[src/hw/rtl/kvi_pkg.sv]
// ----------------------------------------------------------------------------
// kvi_pkg
// Shared types, constants and saturation helpers for the keyframe vector
// interpolator.
// ----------------------------------------------------------------------------
package kvi_pkg;

	localparam int KEYS_DEFAULT = 16;
	localparam int QDEPTH       = 2;
	localparam int DIV_STEPS    = 49;
	localparam logic [15:0] DEFAULT_RATE = 16'd24;

	localparam logic [1:0] REG_TPS      = 2'd0;
	localparam logic [1:0] REG_DURATION = 2'd1;
	localparam logic [1:0] REG_KEYCOUNT = 2'd2;

	localparam logic [1:0] KIND_LOAD  = 2'd0;
	localparam logic [1:0] KIND_OOR   = 2'd1;
	localparam logic [1:0] KIND_QUERY = 2'd2;

	// one classified word between front and back
	typedef struct packed {
		logic [1:0]         kind;
		logic [3:0]         key_index;
		logic [31:0]        tval;      // key time for loads, tick for queries
		logic signed [31:0] vx;
		logic signed [31:0] vy;
		logic signed [31:0] vz;
	} entry_t;

	function automatic logic signed [31:0] sat48(input logic signed [47:0] v);
		logic signed [31:0] r;
		if (v > 48'sd2147483647) begin
			r = 32'sh7FFFFFFF;
		end else if (v < -48'sd2147483648) begin
			r = 32'sh80000000;
		end else begin
			r = v[31:0];
		end
		return r;
	endfunction

	function automatic logic signed [31:0] sat33(input logic signed [32:0] v);
		logic signed [31:0] r;
		if (v > 33'sd2147483647) begin
			r = 32'sh7FFFFFFF;
		end else if (v < -33'sd2147483648) begin
			r = 32'sh80000000;
		end else begin
			r = v[31:0];
		end
		return r;
	endfunction

endpackage

[src/hw/rtl/kvi_front.sv]
// ----------------------------------------------------------------------------
// kvi_front
// Accepts input words, forms the query tick and classifies each word as a
// load, an out-of-range query or a query to interpolate.
// ----------------------------------------------------------------------------
module kvi_front (
	input  logic                 clk,
	input  logic                 arst_n,
	input  logic                 in_valid,
	output logic                 in_stall,
	input  logic                 cmd,
	input  logic [3:0]           key_index,
	input  logic [31:0]          key_time,
	input  logic signed [31:0]   value_x,
	input  logic signed [31:0]   value_y,
	input  logic signed [31:0]   value_z,
	input  logic [31:0]          elapsed_time,
	input  logic [15:0]          tps,
	input  logic [31:0]          duration,
	input  logic                 q_full,
	output logic                 push,
	output kvi_pkg::entry_t      push_entry
);

	logic               valid_s1;
	logic               cmd_s1;
	logic [3:0]         idx_s1;
	logic [31:0]        ktime_s1;
	logic signed [31:0] vx_s1, vy_s1, vz_s1;
	logic [47:0]        tick_s1;
	logic [15:0]        rate;
	logic               accept;

	assign rate     = (tps == 16'd0) ? kvi_pkg::DEFAULT_RATE : tps;
	assign in_stall = valid_s1 && q_full;
	assign accept   = in_valid && !in_stall;
	assign push     = valid_s1 && !q_full;

	always_ff @(posedge clk or negedge arst_n) begin
		if (!arst_n) begin
			valid_s1 <= 1'b0;
		end else if (accept) begin
			valid_s1 <= 1'b1;
		end else if (push) begin
			valid_s1 <= 1'b0;
		end
	end

	always_ff @(posedge clk) begin
		if (accept) begin
			cmd_s1   <= cmd;
			idx_s1   <= key_index;
			ktime_s1 <= key_time;
			vx_s1    <= value_x;
			vy_s1    <= value_y;
			vz_s1    <= value_z;
			tick_s1  <= elapsed_time * rate;
		end
	end

	always_comb begin
		push_entry.key_index = idx_s1;
		push_entry.vx        = vx_s1;
		push_entry.vy        = vy_s1;
		push_entry.vz        = vz_s1;
		if (!cmd_s1) begin
			push_entry.kind = kvi_pkg::KIND_LOAD;
			push_entry.tval = ktime_s1;
		end else begin
			push_entry.kind = (tick_s1 > {16'd0, duration}) ? kvi_pkg::KIND_OOR
			                                                 : kvi_pkg::KIND_QUERY;
			push_entry.tval = tick_s1[31:0];
		end
	end

endmodule

[config.mk]
export PLATFORM = sky130hd
export DESIGN_NAME = kvi_front
export DESIGN_NICKNAME = d
export VERILOG_FILES = /design/src/hw/rtl/kvi_pkg.sv /design/src/hw/rtl/kvi_front.sv
export SDC_FILE = /design/constraint.sdc
export NUM_CORES = 1
export LEC_CHECK = 0
export BUFFER_PORTS_ARGS = -buffer_cell sky130_fd_sc_hd__buf_4
export CORE_UTILIZATION = 60
export DETAILED_ROUTE_END_ITERATION = 10
export PLACE_DENSITY_LB_ADDON = 0.15
export SLEW_MARGIN = 20
export SYNTH_ARGS = -nofsm -noshare
export SYNTH_HDL_FRONTEND = slang
export SYNTH_SLANG_ARGS = --single-unit
[constraint.sdc]
create_clock -name clk -period 10.25 [get_ports clk]
set_input_delay 1.025 -clock clk [delete_from_list [all_inputs] [get_ports clk]]
set_output_delay 1.025 -clock clk [all_outputs]
set_load 0.01 [all_outputs]
# After elaboration in Yosys (flattened, before gate mapping)
# Index checks and enable logic that the tools add are counted.
[totals] reg_bits=182 input_bits=217 output_inout_bits=136 elab_cells=23
[op_classes] multipliers=1 magnitude_cmp=1 muxes=6 reduce_logical=7
[op_table] operator="$gt 48x32->1" n=1
[op_table] operator="$mul 32x16->48" n=1
[op_table] operator="$mux 32" n=1
[op_table] operator="$logic_not 16->1" n=1
[op_table] operator="$mux 16" n=1
[op_table] operator="$mux 2" n=2
[op_table] operator="$logic_and 1x1->1" n=3
[op_table] operator="$logic_not 1->1" n=2
[op_table] operator="$mux 1" n=2
[op_table] operator="$reduce_bool 2->1" n=1

# Logic depth before layout (Yosys ltp)
[logic_depth] depth_word=4 mapped_depth=26

# Worst setup path after synthesis
# No wires, ideal clock.
[synth_timing] kind="input-to-reg" start="input port q_full" end="register cmd_s1, enable pin" setup_ns=0.745 t_arrival_ns=9.184 t_required_ns=9.505 path_slack_ns=0.321 path_stages=2 n_path_buf=0 cell_sequence="and2_1 nor2b_1"
[synth_between] elab_chain_len=3
[synth_rtl] item="start, declared" line_no="kvi_front.sv:20" rtl="input logic q_full,"
[synth_rtl] item="$logic_and 1x1->1" line_no="kvi_front.sv:35" rtl="assign in_stall = valid_s1 && q_full;"
[synth_rtl] item="$logic_not 1->1" line_no="kvi_front.sv:36" rtl="assign accept = in_valid && !in_stall;"
[synth_rtl] item="$logic_and 1x1->1" line_no="kvi_front.sv:36"
[synth_rtl] item="named net accept" line_no="kvi_front.sv:32" rtl="logic accept;"
[synth_rtl] item="end signal, assigned" line_no="kvi_front.sv:51" rtl="cmd_s1 <= cmd;"
[synth_rtl] item="end, declared" line_no="kvi_front.sv:26" rtl="logic cmd_s1;"
# The timed path passes the listed nets, and every way through them passes these cells.
# A chain may end at the register's enable or synchronous reset.

# Worst setup path after layout
[layout_timing] start="input port tps[10]" end="register tick_s1[40], data pin"
[layout_between] elab_chain_len=3
[layout_rtl] item="start, declared" line_no="kvi_front.sv:18" rtl="input logic [15:0] tps,"
[layout_rtl] item="$logic_not 16->1" line_no="kvi_front.sv:34" rtl="assign rate = (tps == 16'd0) ? kvi_pkg::DEFAULT_RATE : tps;"
[layout_rtl] item="$mux 16 (*)" line_no="kvi_front.sv:34"
[layout_rtl] item="$mul 32x16->48 (*)" line_no="kvi_front.sv:57" rtl="tick_s1 <= elapsed_time * rate;"
[layout_rtl] item="end signal, assigned" line_no="kvi_front.sv:57"
[layout_rtl] item="end, declared" line_no="kvi_front.sv:30" rtl="logic [47:0] tick_s1;"
# Every way passes the cells marked *; elsewhere a longest branch is shown, timed or not.

==> impl_metrics.env <==
export IMPL_status="finished, final reports clean"
export IMPL_syn_instance_count=2222
export IMPL_dr_first_iter_drc_count=1088
export IMPL_wl_per_cell_um=20.4
export IMPL_synth_area_top_cells="fa_1 36%, edfxtp_1 24%, ha_1 8.3%"
export IMPL_hold_violations=0
export IMPL_io_buffer_count=352
export IMPL_multiInputGateArea_um2=15400
export IMPL_fmax_mhz=126
export IMPL_async_flop_share_pct=0.549
export IMPL_ant_nets=0
export IMPL_cts_root_buffer="clkbuf_16"
export IMPL_r2r_start="valid_s1"
export IMPL_antenna_found_initial=0
export IMPL_hp_class="input port to async pin"
export IMPL_clock_latency_ns=0.43
export IMPL_cap_violations=0
export IMPL_dp_hpwl_um=50700
export IMPL_drtPass1Iterations=6
export IMPL_yosys_warnings=0
export IMPL_dp_cells=2992
export IMPL_syn_to_final_growth_pct=15.4
export IMPL_layoutNonFillerInstCount=3024
export IMPL_tns_ns=0
export IMPL_crit_fanout=33
export IMPL_grt_overflow_total=0
export IMPL_drc=0
export IMPL_reg2reg_depth=3
export IMPL_most_common_layout_cells="469 x inv_1, 418 x fa_1, 354 x buf_4"
export IMPL_report_final_slew_viol_count=0
export IMPL_numCtsBuffers=17
export IMPL_postCtsResizedCells=0
export IMPL_grt_pass1_vias=17700
export IMPL_cts_sinks=182
export IMPL_relSlewSlack_pct=31.5
export IMPL_grt_use_total_pct=32.8
export IMPL_holdBufCountCts=0
export IMPL_rsz0062_at_grt="no"
export IMPL_initial_utilization_pct=61.0
export IMPL_clockBufferDepth=2
export IMPL_netlist_cell_type_count=59
export IMPL_synthesis_area_um2=23000
export IMPL_gp_congestion=0.928
export IMPL_grt_pass1_wl_um=97300
export IMPL_grt_max_degree=182
export IMPL_startpoint="tps[10]"
export IMPL_cp_data_arrival_time_ns=8.11
export IMPL_tightestPinTransition_ns=1.03
export IMPL_die_area_um2=39100
export IMPL_crit_type="input port to flip-flop"
export IMPL_yosys_register_bits=182
export IMPL_syn_avg_cell_area_um2=10.3
export IMPL_synth_largest_area_cell="fa_1"
export IMPL_seqCellArea_um2=5460
export IMPL_rows=71
export IMPL_final_common_cell="inv_1"
export IMPL_cts_tree="done"
export IMPL_synth_fp_nets=3009
export IMPL_die_width_um=198
export IMPL_setup_violations=0
export IMPL_post_cts_buffers=0
export IMPL_fin_crit_sh_pct=77.4
export IMPL_synth_top_area_share_pct=36.4
export IMPL_end_kind="flip-flop"
export IMPL_routed_via_count=16700
export IMPL_r2r_end="vx_s1[24]"
export IMPL_fin_skew_ns=0.00786
export IMPL_worst_ep_required_time_ns=10.43
export IMPL_totalWireLength_um=61600
export IMPL_clkTransAtPathRegs_ns=0.07
export IMPL_cp_start_kind="input port"
export IMPL_pin_count=353
export IMPL_synth_seq_area_share_pct=23.8
export IMPL_finalCriticalPeriod_ns=7.93
export IMPL_r2r_slack_ns=8.34
export IMPL_drive_gt1_share_pct=17.4
export IMPL_nets=3287
export IMPL_die_h_um=198
export IMPL_viasPerCell=5.53
export IMPL_diodes=0
export IMPL_synth_edf_count=181
export IMPL_htreeDepth=4
export IMPL_core_region_area_um2=37700
export IMPL_synthFlopType="edfxtp_1"
export IMPL_nFillCells=2903
[Yosys cell counts, types with 8 or more instances]
master,n
nor4_1,12
nand4_1,17
a31oi_1,8
nand2_1,333
fa_1,418
ha_1,152
a21oi_1,52
mux2_2,32
nor2b_1,9
xnor2_1,28
and2_1,220
o21ai_0,23
and3_1,9
nand3_1,13
a21o_1,31
clkbuf_1,91
nor3_1,9
xor2_1,14
nor2_1,26
inv_1,469
edfxtp_1,181
[through the flow]
| step | cell area, um^2 | setup slack (ns) | utilization, % | hold slack (ns) |
|---|---|---|---|---|
| 2_1_floorplan | 23000 | 0.321 | - | 0.654 |
| 3_3_place_gp | 25900 | 1.65 | 68.9 | 0.665 |
| 3_5_place_dp | 25900 | 1.53 | 68.9 | 0.672 |
| 4_1_cts | 26500 | 2.01 | 70.4 | 0.324 |
| 5_1_grt | 26500 | 1.89 | 70.4 | 0.323 |
| 6_report | 26500 | 2.32 | 70.4 | 0.348 |
[logic make-up after synthesis]
family / Yosys count / synth area share (%)
DFF: 182 / 23.8
xor gates and xnor gates: 42 / 1.60
adders and majority gates: 570 / 44.7
AOI/OAI and AO/OA: 164 / 4.91
and+or+nand+nor: 667 / 14.2
buffers and inverters: 565 / 9.25
muxes: 32 / 1.57
[layer usage]
metal | up-vias | track usage, % | part of all wire (%)
li1 | 7393 | - | -
met5 | - | 0 | 0
met2 | 809 | 52.4 | 47
met1 | 8441 | 45.5 | 42
met4 | 0 | 8.13 | 1.8
met3 | 85 | 7.75 | 9.7
[sequential cells by signal (all words and copies together) (netlist names)]
signal	flops
vz_s1	32
cmd_s1	1
valid_s1	1
idx_s1	4
tick_s1	48
vx_s1	32
ktime_s1	32
vy_s1	32
[layout make-up]
type / instances / share of cell area, %
clock buffer: 18 / 1.62
timing repair buffer: 355 / 10.1
multi-input combinational: 1475 / 58.1
clock inverter: 14 / 0.524
tap: 511 / 2.41
inverter: 469 / 6.64
sequential: 182 / 20.6
[worst max-delay path: stages]
cell,delay (ns)
buf_4,0.23
nor4_1,0.32
nand4_1,0.17
nand2b_2,0.55
and2_1,0.25
fa_1,0.39
inv_1,0.08
fa_1,0.44
fa_1,0.53
inv_1,0.06
fa_1,0.45
fa_1,0.51
inv_1,0.05
fa_1,0.49
inv_1,0.05
ha_1,0.39
a21oi_1,0.29
o21ai_0,0.16
a221oi_1,0.33
o211ai_1,0.29
a2111oi_2,0.46
a211oi_2,0.13
a311oi_2,0.31
xnor2_1,0.11
[how the worst max path moves through the flow]
stage,endpoint,cells past startpoint
after floorplan,cmd_s1,2
after global placement,tick_s1[40],24
after detailed placement,tick_s1[40],24
after CTS,tick_s1[40],24
after global routing,tick_s1[40],24
final,tick_s1[40],24
Power is left out: the tool's default activity adds up to more than one toggle a clock period on the data nets, which glitch-free logic cannot reach.
