$ cat src/hw/rtl/kvi_pkg.sv
// ----------------------------------------------------------------------------
// kvi_pkg
// Shared types, constants and saturation helpers for the keyframe vector
// interpolator.
// ----------------------------------------------------------------------------
package kvi_pkg;

	localparam int KEYS_DEFAULT = 16;
	localparam int QDEPTH       = 2;
	localparam int DIV_STEPS    = 49;
	localparam logic [15:0] DEFAULT_RATE = 16'd24;

	localparam logic [1:0] REG_TPS      = 2'd0;
	localparam logic [1:0] REG_DURATION = 2'd1;
	localparam logic [1:0] REG_KEYCOUNT = 2'd2;

	localparam logic [1:0] KIND_LOAD  = 2'd0;
	localparam logic [1:0] KIND_OOR   = 2'd1;
	localparam logic [1:0] KIND_QUERY = 2'd2;

	// one classified word between front and back
	typedef struct packed {
		logic [1:0]         kind;
		logic [3:0]         key_index;
		logic [31:0]        tval;      // key time for loads, tick for queries
		logic signed [31:0] vx;
		logic signed [31:0] vy;
		logic signed [31:0] vz;
	} entry_t;

	function automatic logic signed [31:0] sat48(input logic signed [47:0] v);
		logic signed [31:0] r;
		if (v > 48'sd2147483647) begin
			r = 32'sh7FFFFFFF;
		end else if (v < -48'sd2147483648) begin
			r = 32'sh80000000;
		end else begin
			r = v[31:0];
		end
		return r;
	endfunction

	function automatic logic signed [31:0] sat33(input logic signed [32:0] v);
		logic signed [31:0] r;
		if (v > 33'sd2147483647) begin
			r = 32'sh7FFFFFFF;
		end else if (v < -33'sd2147483648) begin
			r = 32'sh80000000;
		end else begin
			r = v[31:0];
		end
		return r;
	endfunction

endpackage

$ cat src/hw/rtl/kvi_fifo.sv
// ----------------------------------------------------------------------------
// kvi_fifo
// Short queue of classified words between front and back.
// ----------------------------------------------------------------------------
module kvi_fifo (
	input  logic            clk,
	input  logic            arst_n,
	input  logic            push,
	input  kvi_pkg::entry_t push_entry,
	output logic            full,
	input  logic            pop,
	output kvi_pkg::entry_t pop_entry,
	output logic            empty
);

	localparam int PW = $clog2(kvi_pkg::QDEPTH);

	kvi_pkg::entry_t mem_q [kvi_pkg::QDEPTH];
	logic [PW-1:0]   wr_q, rd_q;
	logic [PW:0]     cnt_q;

	assign full      = (cnt_q == (PW+1)'(kvi_pkg::QDEPTH));
	assign empty     = (cnt_q == '0);
	assign pop_entry = mem_q[rd_q];

	always_ff @(posedge clk or negedge arst_n) begin
		if (!arst_n) begin
			wr_q  <= '0;
			rd_q  <= '0;
			cnt_q <= '0;
		end else begin
			if (push) begin
				wr_q <= (wr_q == PW'(kvi_pkg::QDEPTH - 1)) ? '0 : wr_q + 1'b1;
			end
			if (pop) begin
				rd_q <= (rd_q == PW'(kvi_pkg::QDEPTH - 1)) ? '0 : rd_q + 1'b1;
			end
			if (push && !pop) begin
				cnt_q <= cnt_q + 1'b1;
			end else if (pop && !push) begin
				cnt_q <= cnt_q - 1'b1;
			end
		end
	end

	always_ff @(posedge clk) begin
		if (push) begin
			mem_q[wr_q] <= push_entry;
		end
	end

endmodule

$ cat config.mk
export PLATFORM = sky130hd
export DESIGN_NAME = kvi_fifo
export DESIGN_NICKNAME = d
export VERILOG_FILES = /design/src/hw/rtl/kvi_pkg.sv /design/src/hw/rtl/kvi_fifo.sv
export SDC_FILE = /design/constraint.sdc
export NUM_CORES = 1
export LEC_CHECK = 0
export ABC_CLOCK_PERIOD_IN_PS = 8400
export BUFFER_PORTS_ARGS = -buffer_cell sky130_fd_sc_hd__buf_4
export CORE_ASPECT_RATIO = 1.2
export CORE_MARGIN = 2
export CORE_UTILIZATION = 50
export CTS_CLUSTER_DIAMETER = 150
export DETAILED_ROUTE_END_ITERATION = 7
export GPL_TIMING_DRIVEN = 1
export PLACE_DENSITY = 0.77
export SKIP_LAST_GASP = 1
export SLEW_MARGIN = 20
export SYNTH_ARGS = -nofsm -noshare
export SYNTH_HDL_FRONTEND = slang
export SYNTH_SLANG_ARGS = --single-unit
export TNS_END_PERCENT = 30
$ cat constraint.sdc
create_clock -name clk -period 8.4 [get_ports clk]
set_clock_uncertainty 0.2 [all_clocks]
set_input_delay 0.84 -clock clk [delete_from_list [all_inputs] [get_ports clk]]
set_output_delay 0.84 -clock clk [all_outputs]
set_load 0.05 [all_outputs]
After elaboration in Yosys (flattened, before gate mapping) --
Memory sizes are Yosys's and may differ from the RTL's. Cells that the tools add are included.
Cells by class: eq/ne operators 1, reduce and logical (&&, ||, !) cells 6, $add $sub $neg 4, muxes and demuxes 6
Operator list (number):
- 1-bit 2-to-1 mux | 4
- 2-bit 2-to-1 mux | 2
- 1-bit adder (second input constant) | 2
- 2-bit by 1-bit adder with 2-bit output (second input constant) | 1
- 2-bit == test (second input constant) | 1
- 1-bit logical AND | 2
- 1-bit logical NOT | 2
- 2-bit logical NOT | 1
- 2-bit nonzero test | 1
- 2-bit by 1-bit subtractor with 2-bit output (second input constant) | 1
Word-level totals: memories 1, output and inout port bits 136, RAM bits 268, word-level logic and storage cells 21, bits of input ports 138, register bits after elaboration 4
Memory list:
- mem_q | words 2, bits a word 134, read ports 1, clocked after memory_dff 0, wr ports 1, line kvi_fifo.sv:18 | kvi_pkg::entry_t mem_q [kvi_pkg::QDEPTH];

Longest topological paths before layout --
Gate-level depths: netlist of run 1.
depth in word-level cells 4, depth in mapped cells 5, mapped depth without buffers 5

Worst setup path before layout of run 1 --
Ideal clock, no wire load.
path kind in2reg, start input push, end memory mem_q[0][0] (netlist name), enable pin, required time 7.555 ns, library setup time 0.645 ns, buffers on the path 0, arrival time 6.644 ns, setup slack 0.911 ns, cell stages on the path 1, path through nor2b_1
Between the ends: word-level cells in the longest chain between the ends 2
RTL lines:
- start, declared | line kvi_fifo.sv:8 | input logic push,
- 1-bit 2-to-1 mux | line kvi_fifo.sv:47 | if (push) begin
- 1-bit 2-to-1 mux (not written as such) | line kvi_fifo.sv:48 | mem_q[wr_q] <= push_entry;
- end, declared | line kvi_fifo.sv:18
Every way passes these cells.

==> flow_summary_export.csv, run 1 <==
group,metric,value,unit
yosys,synthTopCellsByCount,"268 x edfxtp_1, 84 x mux2_2, 50 x mux2_4, 8 x buf_2, 7 x buf_6",
grt,grt_pass1_wl,29180,um
clocking,cts-root-buf,"clkbuf_16",
place,gp_congestion,0.7297,
grt,grt_antenna_before_repair,2,
timing,timing.final.ws_setup,4.111,ns
yosys,synthesis.nets,572,
clocking,tritoncts,"built",
floorplan,row_count,56,
final_layout,area_delta_synth_final,31.87,%
worst_setup_path,crit_required,7.36,ns
clocking,numClockSinks,272,
timing,worst_slew_pin_slew,1.068,ns
yosys,ys_seq_elements,272,
yosys,syn_avg_cell_area,23.21,um2
yosys,synth-simple-area-share,0.2615,%
worst_hold_path,hold_class,"reg -> reg",
clocking,cts_buffers,26,
yosys,syn-cell-area,0.01005,mm2
timing,fin_crit_sh,51.06,%
yosys,syn_inst,433,
worst_setup_path,cp-start-kind,"register",
clocking,cts_setup_buffers,0,
yosys,synthMuxAreaShare,16.88,%
power_and_ir_drop,ir_drop,0.3085,mV
clocking,htree_levels,1,
grt,grt_overflow_total,0,
yosys,synth_most_common_cell,"edfxtp_1",
clocking,cts_buffer_depth,3,
floorplan,dieWidth,133.4,um
place,dp_hpwl,12860,um
power_and_ir_drop,p_per_area,402.9,mW/mm2
worst_setup_path,cp-end-kind,"primary output",
floorplan,core_area,0.01962,mm2
grt,grt_pass1_vias,5412,
final_layout,fin_util,67.55,%
floorplan,die-area,0.02125,mm2
worst_setup_path,cp_data_arrival_time,3.25,ns
place,portBuffers,273,
timing,fmax,0.2331,GHz
yosys,yosys.area.top_type,"edfxtp_1",
worst_setup_path,path_max_fanout,77,
yosys,synth_area_leaders,"edfxtp_1 80%, mux2_2 9.4%, mux2_4 7.5%",
grt,grt_use_total,17.71,%
yosys,synth-compound-area-share,0,%
worst_setup_path,slowest_delay,1.13,ns
floorplan,start_util,51.22,%
final_layout,drive_above_1_share,60.65,%
final_layout,multi_input_area,0.001789,mm2
drt,avgRoutedWirePerCell,19.38,um
timing,drv_slew,0,
drt,postRouteWirelength,19460,um
timing,period_needed,4.289,ns
worst_setup_path,worstPathCellList,"buf_4 -> mux2_2 -> buf_4",
yosys,synthAdderAreaFrac,0.1245,%
floorplan,die_y,159.3,um
yosys,synth_edf_count,268,
floorplan,ios,274,
drt,drt_iter0_drc,367,
drt,num_vias,5061,
run_status,status,"finished, final reports clean",
worst_setup_path,crit_slowest_cell,"dfrtp_4",
final_layout,n_fill_cell,1331,
drt,ant_nets,0,
power_and_ir_drop,p_total,0.005339,W
clocking,path_clk_slew,0.06,ns
drt,remaining_drc_errors,0,
drt,first_pass_iters,4,
final_layout,nets,863,
drt,via_per_inst,5.041,
yosys,synth_xor_area_share,0.4358,%
final_layout,ff_latch_area,0.008152,mm2
worst_setup_path,worst-setup-path-type,"reg -> out",
yosys,async_flop_share,1.471,%
job,max_cap_viol_count,0,
yosys,synth_top_family_by_area,"multiplexers",
worst_setup_path,crit_path_frequent_cell,"buf_4",
yosys,yosysSeqAreaShare,81.08,%
timing,setup_violations,0,
clocking,clk_latency,0.52,ns
yosys,ys_warn_count,0,
yosys,synth_ff_type,"edfxtp_1",
timing,rsz0062_at_grt,"no",
timing,hold_violations,0,
yosys,synth_top_area_share,80.08,%
timing,relSlewSlack,28.80,%
grt,grt_max_degree,82,
yosys,ys_types,13,
place,pre_cts_ws,4.621,ns
timing,finalSetupTns,0,ns
power_and_ir_drop,p_leak,5.119,nW
==> registers in the layout, indices dropped and copies added (netlist names) <==
register / count
cnt_q: 2
rd_q: 1
mem_q: 268
wr_q: 1
==> layout by cell type, fill, tap and decap left out, drive strengths merged <==
cell type / count
buf: 277
diode: 1
and2: 1
mux2: 134
ha: 1
clkinv: 9
clkbuf: 31
bufinv: 5
xnor2: 1
inv: 1
xor2: 4
clkinvlp: 1
edfxtp: 268
nor2b: 2
nor2: 2
dlygate4sd3: 1
dfrtp: 4
==> logic make-up (layout without fill, tap and decap cells) <==
group,after synthesis,count (layout)
adder cells (fa/ha/maj),1,1
buffers and inverters,16,325
multiplexers,134,134
flip-flops,272,272
AND/OR/NAND/NOR,5,5
other,0,1
XOR/XNOR,5,5
==> layout make-up <==
cell class	count	share of cell area, %
sequential	272	61.51
timing repair buffer	278	15.79
multi-input combinational	145	13.50
clock buffer	31	5.211
tap	261	2.464
clock inverter	15	1.473
inverter	1	0.02832
antenna	1	0.01888
==> timing repair <==
| item | CTS | global route |
|---|---|---|
| resized for setup | 0 | 0 |
| hold endpoints to repair | 4 | 0 |
| hold buffers | 1 | 0 |
==> final timing paths <==
kind,startpoint,to,slack [ns],cells after the start
hold reg to reg,cnt_q[1],cnt_q[1],0.29,1
setup reg to reg,wr_q,mem_q[1][53],5.66,2
max in group asynchronous,arst_n,rd_q,7.41,2
setup / recovery,rd_q,pop_entry[132],4.11,3
hold / removal,cnt_q[1],cnt_q[1],0.29,1
min in group asynchronous,arst_n,rd_q,0.48,2
==> power breakdown <==
part           internal, W  switching, W  total, W  leakage [nW]
registers          0.00180      0.000138   0.00194          2.56
logic             0.000766       0.00143   0.00220          2.13
clock network     0.000735      0.000462   0.00120         0.429
total              0.00331       0.00203   0.00534          5.12
==> metrics by stage <==
| stage | area [um2] | hold slack (ns) | cells |
|---|---|---|---|
| after floorplan | 10050 | 0.2555 | 433 |
| final | 13250 | 0.2926 | 1004 |
| after detailed placement | 12350 | 0.2870 | 956 |
| after global placement | 12350 | 0.2705 | 956 |
| after global routing | 13250 | 0.2745 | 1003 |
| after CTS | 13250 | 0.2715 | 1003 |
==> worst max-delay path, delay by kind of cell, from the launching register on <==
kind / cells / cell delay, ns
flip-flops: 1 / 1.13
buffers and inverters: 2 / 1.10
multiplexers: 1 / 0.43
==> routing by layer <==
layer / up-vias / share of wire [%] / global-route usage (%)
met4: 2 / 2.5 / 5.851
met1: 2519 / 37 / 20.61
met3: 34 / 8.6 / 5.412
met2: 203 / 52 / 31.23
met5: - / 0.067 / 0
li1: 2303 / - / -
No activity file was read; power rests on OpenSTA's default activity.
==> run 2: changes to the inputs <==
Settings changed: ABC_CLOCK_PERIOD_IN_PS 8400 to 4400.
Clock period 8.4 ns to 4.4 ns, I/O delays scaled along.
==> run 2 against run 1 <==
Compared with the run above:
- setup slack worse by 2.8 ns
- largest cell class unchanged
- non-clock buffer count rose by 138
- utilization grew 6.6 points
- sequential share of layout area is 5.4 points lower
- combinational power increased by 99%
==> flow_summary_export.csv, run 2 (synthesis results as in run 1) <==
group,metric,value,unit
run_status,status,"finished, final reports clean",
timing,fmax,0.3198,GHz
worst_setup_path,ff2ff_path_depth,2,
clocking,cts-root-buf,"clkbuf_16",
worst_setup_path,rr_endpoint,"mem_q[1][52]",
drt,remaining_drc_errors,0,
clocking,numClockSinks,272,
floorplan,start_util,51.22,%
drt,num_vias,5666,
place,portBuffers,273,
place,gp_congestion,0.7626,
job,max_cap_viol_count,0,
final_layout,layout_common_cells,"277 x buf_4, 268 x edfxtp_1, 137 x dlygate4sd3_1, 84 x mux2_2, 50 x mux2_4",
timing,period_needed,3.127,ns
floorplan,dieWidth,133.4,um
place,dpl.cell_count,958,
clocking,cts_buffers,26,
grt,grt_pass1_wl,33170,um
drt,ant_nets,0,
worst_setup_path,cp-end-kind,"primary output",
clocking,tritoncts,"built",
worst_setup_path,cp-start-kind,"register",
drt,first_pass_iters,4,
floorplan,die-area,0.02125,mm2
worst_setup_path,crit_required,3.76,ns
timing,drv_slew,0,
floorplan,row_count,56,
drt,postRouteWirelength,21950,um
clocking,path_clk_slew,0.06,ns
place,dp_hpwl,13020,um
final_layout,drive_above_1_share,51.03,%
clocking,cts_setup_buffers,0,
worst_hold_path,hold_class,"in -> async",
drt,drt_iter0_drc,290,
final_layout,largestRegisters,"mem_q (268), cnt_q (2)",
clocking,cts_buffer_depth,3,
grt,grt_max_degree,80,
final_layout,final_common_cell,"buf_4",
timing,hold_violations,0,
timing,setup_violations,0,
final_layout,nets,1001,
worst_setup_path,path_max_fanout,52,
grt,grt_use_total,20.02,%
floorplan,die_y,159.3,um
final_layout,stdcell_count,1140,
timing,fin_crit_sh,71.07,%
floorplan,core_area,0.01962,mm2
drt,avgRoutedWirePerCell,19.25,um
worst_setup_path,r2r-start,"wr_q",
grt,grt_overflow_total,0,
power_and_ir_drop,p_per_area,695.9,mW/mm2
timing,rsz0062_at_grt,"no",
timing,finalSetupTns,0,ns
worst_setup_path,reg2reg_slack,2.12,ns
clocking,htree_levels,1,
power_and_ir_drop,p_leak,5.655,nW
clocking,ctsHoldBuffers,137,
clocking,clk_latency,0.52,ns
worst_setup_path,worst-setup-path-type,"reg -> out",
grt,grt_antenna_before_repair,1,
worst_setup_path,cp_data_arrival_time,2.49,ns
power_and_ir_drop,ir_drop,0.5091,mV
final_layout,top_register,"mem_q",
grt,grt_pass1_vias,6346,
floorplan,ios,274,
drt,via_per_inst,4.970,
timing,holdWs,0.05734,ns
final_layout,largest_register_ffs,268,
final_layout,area_delta_synth_final,44.67,%
timing,worst_slew_pin_slew,1.064,ns
clocking,post_cts_resized,0,
timing,relSlewSlack,29.04,%
-- run 2: per-layer routing --
layer | global-route usage [%] | share of wire [%]
met2 | 37.51 | 54
met1 | 22.35 | 36
met3 | 4.521 | 6.3
met4 | 6.576 | 3.1
met5 | 0 | 0
-- run 2: per-stage QoR --
stage,util [%],area [um2],worst slack (ns),power (W)
after floorplan,-,10060,0.2005,0.006882
after global placement,63.16,12390,1.842,0.007929
after detailed placement,63.16,12390,1.828,0.008008
after CTS,74.09,14540,1.261,0.01017
after global routing,74.09,14540,1.189,0.01045
final,74.11,14540,1.273,0.01012
-- run 2: how the worst max path moves through the flow --
| stage | from | end | slack, ns |
|---|---|---|---|
| final | rd_q | pop_entry[113] | 1.27 |
| after global routing | rd_q | pop_entry[120] | 1.19 |
| after CTS | rd_q | pop_entry[113] | 1.26 |
| after detailed placement | rd_q | pop_entry[113] | 1.83 |
| after global placement | rd_q | pop_entry[113] | 1.84 |
| after floorplan | push | mem_q[1][0] | 0.20 |
-- run 2: power breakdown --
part	total (W)	switching, W	internal, W
Combinational	0.00438	0.00283	0.00155
Clock	0.00205	0.000881	0.00117
Sequential	0.00368	0.000236	0.00345
Total	0.0101	0.00395	0.00617
-- run 2: final cells by class --
cell class                      instances  area [um2]
Antenna cell                            1       2.502
Timing Repair Buffer                  416        3491
Sequential cell                       272        8152
Clock inverter                         12       80.08
Fill cell                            1122        5080
Clock buffer                           32       694.4
Multi-Input combinational cell        145        1789
Inverter                                1       3.754
Tap cell                              261       326.6
-- run 2: critical path, stage by stage (launching register included) --
cell and delay (ns):
dfrtp_4 0.90, buf_12 0.41, mux2_2 0.38, buf_4 0.19
==> run 3: changes to the inputs <==
Settings changed: ABC_AREA set to 1, ABC_CLOCK_PERIOD_IN_PS 4400 to 2800, CORE_UTILIZATION 50 to 47, PLACE_DENSITY 0.77 to 0.76.
Clock period 4.4 ns to 2.8 ns, I/O delays scaled along.
==> run 3 against run 2 <==
Compared with the run above:
- die area rose by 6.4%
- total power grew 58%
- clock-buffer cell count shrank 3
- register-to-register slack worse by 1.2 ns
- first-iteration DRC count fell by 20%
- sequential share of layout area is 0.23 points lower
- cell count rose by 1.7%
- synthesized area increased by 0.20%
- synthesized cell count is 2.1% higher
==> flow_summary_export.csv, run 3 <==
group,metric,value,unit
run_status,status,"finished, final reports clean",
drt,drt_iter0_drc,233,
floorplan,die-area,0.02262,mm2
yosys,async_flop_share,1.471,%
floorplan,core_area,0.02097,mm2
clocking,path_clk_slew,0.06,ns
power_and_ir_drop,ir_drop,0.8542,mV
worst_setup_path,slowest_delay,0.43,ns
drt,first_pass_iters,6,
final_layout,top_register,"mem_q",
timing,fin_crit_sh,93.02,%
floorplan,start_util,48.01,%
place,gp_congestion,0.7442,
final_layout,multi_input_area,0.001787,mm2
drt,met2_length,11730,um
final_layout,ff_latch_area,0.008152,mm2
grt,grt_antenna_before_repair,0,
worst_setup_path,worstPathCellList,"buf_12 -> mux2_2 -> buf_4",
floorplan,row_count,58,
yosys,synth_edf_count,268,
timing,relSlewSlack,48.44,%
drt,remaining_drc_errors,0,
drt,ant_nets,0,
final_layout,area_delta_synth_final,44.98,%
yosys,synth_ff_type,"edfxtp_1",
yosys,ys_seq_elements,272,
drt,avgRoutedWirePerCell,18.77,um
grt,grt_use_total,18.57,%
timing,rsz0062_at_grt,"no",
final_layout,stdcell_count,1159,
power_and_ir_drop,comb_power_share,44.2,%
yosys,synthesis.nets,581,
timing,drv_slew,0,
grt,grt_pass1_vias,6283,
final_layout,layout_common_cells,"278 x buf_4, 268 x edfxtp_1, 138 x dlygate4sd3_1, 84 x mux2_2, 50 x mux2_4",
worst_setup_path,startpoint,"rd_q",
yosys,syn-cell-area,0.01007,mm2
worst_setup_path,ff2ff_path_depth,3,
timing,worst_slew_pin_slew,0.7735,ns
worst_setup_path,critPathCapture,"pop_entry[117]",
yosys,syn_inst,442,
yosys,yosysSeqAreaShare,80.91,%
worst_setup_path,rr_endpoint,"mem_q[1][118]",
clocking,tritoncts,"built",
clocking,htree_levels,1,
yosys,synth_area_leaders,"edfxtp_1 80%, mux2_2 9.4%, mux2_4 7.5%",
worst_setup_path,cp-end-kind,"primary output",
yosys,synth_most_common_cell,"edfxtp_1",
timing,fmax,0.3839,GHz
worst_setup_path,cp-start-kind,"register",
timing,finalSetupTns,0,ns
power_and_ir_drop,p_leak,5.686,nW
grt,grt_overflow_total,0,
power_and_ir_drop,p_switching,0.006189,W
final_layout,fin_util,69.61,%
power_and_ir_drop,p_total,0.01595,W
drt,num_vias,5642,
yosys,syn_avg_cell_area,22.78,um2
timing,period_needed,2.605,ns
worst_setup_path,cp_data_arrival_time,2.12,ns
worst_setup_path,crit_slowest_cell,"mux2_2",
worst_setup_path,reg2reg_slack,0.97,ns
power_and_ir_drop,p_per_area,1092,mW/mm2
power_and_ir_drop,switching_share,38.81,%
floorplan,dieWidth,137.6,um
yosys,ys_warn_count,0,
clocking,cts_buffer_depth,3,
drt,wirelength_met1,7829,um
yosys,yosys.area.top_type,"edfxtp_1",
place,dpl.cell_count,977,
final_layout,final_common_cell,"buf_4",
timing,hold_violations,0,
clocking,clk_latency,0.51,ns
floorplan,ios,274,
yosys,synth_top_area_share,79.92,%
clocking,cts_buffers,25,
grt,grt_max_degree,101,
final_layout,largestRegisters,"mem_q (268), cnt_q (2)",
drt,met3_length,1500,um
place,portBuffers,273,
clocking,numClockSinks,272,
power_and_ir_drop,clock_power_share,20.5,%
job,max_cap_viol_count,0,
final_layout,nets,1011,
yosys,synthTopCellsByCount,"268 x edfxtp_1, 84 x mux2_2, 50 x mux2_4, 8 x buf_2",
clocking,cts-root-buf,"clkbuf_16",
worst_setup_path,worst-path-stages,3,
final_layout,n_fill_cell,1270,
place,dp_hpwl,12660,um
worst_setup_path,crit_required,2.32,ns
worst_hold_path,hold_class,"in -> reg",
worst_setup_path,worst-setup-path-type,"reg -> out",
worst_setup_path,crit_buf_inv,2,
power_and_ir_drop,pwr-share-seq,35.3,%
grt,grt_pass1_wl,32070,um
yosys,ys_types,14,
power_and_ir_drop,internal-power,0.009757,W
drt,top_layer_used,"met4",
worst_setup_path,r2r-start,"wr_q",
final_layout,drive_above_1_share,50.73,%
drt,via_per_inst,4.868,
drt,postRouteWirelength,21750,um
worst_setup_path,cp_top_family,"buffers and inverters",
final_layout,diodes,0,
final_layout,largest_register_ffs,268,
timing,setup_violations,0,
floorplan,die_y,164.3,um
worst_setup_path,path_max_fanout,100,
-- run 3: changes by cell type after synthesis --
cell / delta
nand3_1: +1
and2_1: -1
inv_1: +6
nand2_1: +5
nor2_1: +1
nand4_1: +1
nor2b_1: -2
xor2_1: -2
-- run 3: routing by layer --
| metal | track usage, % | vias up |
|---|---|---|
| li1 | - | 2603 |
| met5 | 0 | - |
| met1 | 20.60 | 2755 |
| met4 | 6.748 | 0 |
| met2 | 34.19 | 229 |
| met3 | 4.568 | 55 |
-- run 3: power by group through the flow --
stage / combinational, W / sequential (W) / clock (W)
6_report: 0.00705 / 0.00563 / 0.00327
5_1_grt: 0.00732 / 0.00569 / 0.00349
4_1_cts: 0.00707 / 0.00562 / 0.00333
3_5_place_dp: 0.00688 / 0.00570 / 0
3_3_place_gp: 0.00683 / 0.00564 / 0
2_1_floorplan: 0.00513 / 0.00566 / 0
-- run 3: worst register-to-register path: cells and delay by family (launching register included) --
kind / cells / cell delay (ns)
buffers and inverters: 2 / 0.68
AND/OR/NAND/NOR: 1 / 0.08
flip-flops: 1 / 0.44
-- run 3: what timing repair did --
item | CTS | global route
hold buffers | 138 | 0
endpoints found under the hold margin | 275 | 0
setup endpoints to repair | 0 | 0
buffers inserted | 0 | 0
gates resized for setup | 0 | 0
-- run 3: metrics by stage --
| stage | setup WS [ns] | hold slack [ns] | area (um2) |
|---|---|---|---|
| floorplan | -0.2662 | -0.2156 | 10080 |
| global placement | 0.7723 | -0.1140 | 12430 |
| detailed placement | 0.7692 | -0.1135 | 12430 |
| CTS | 0.2030 | 0.2711 | 14600 |
| global route | 0.1511 | 0.2773 | 14600 |
| finish | 0.1954 | 0.2923 | 14600 |
-- run 3: how the worst min path moves through the flow --
stage                          endpoint  slack, ns       startpoint  depth (start not counted)
after global routing        mem_q[1][5]       0.28    push_entry[5]                          2
after detailed placement       cnt_q[1]      -0.11           arst_n                          1
after CTS                 mem_q[0][129]       0.27  push_entry[129]                          2
final                      mem_q[1][11]       0.29   push_entry[11]                          2
after floorplan                cnt_q[0]      -0.22           arst_n                          0
after global placement         cnt_q[1]      -0.11           arst_n                          1
-- run 3: logic make-up after synthesis --
logic type               Yosys count  synth area share [%]
XOR/XNOR                           3                0.2610
adder cells (fa/ha/maj)            1                0.1242
buffers and inverters             22                 1.441
flip-flops                       272                 80.91
multiplexers                     134                 16.85
AND/OR/NAND/NOR                   10                0.4100
-- run 3: cell type report --
type | instances | share of cell area, %
Timing Repair Buffer | 418 | 24.03
Sequential cell | 272 | 55.84
Clock inverter | 15 | 0.9856
Clock buffer | 29 | 4.388
Tap cell | 270 | 2.314
Multi-Input combinational cell | 148 | 12.24
Inverter | 7 | 0.2057
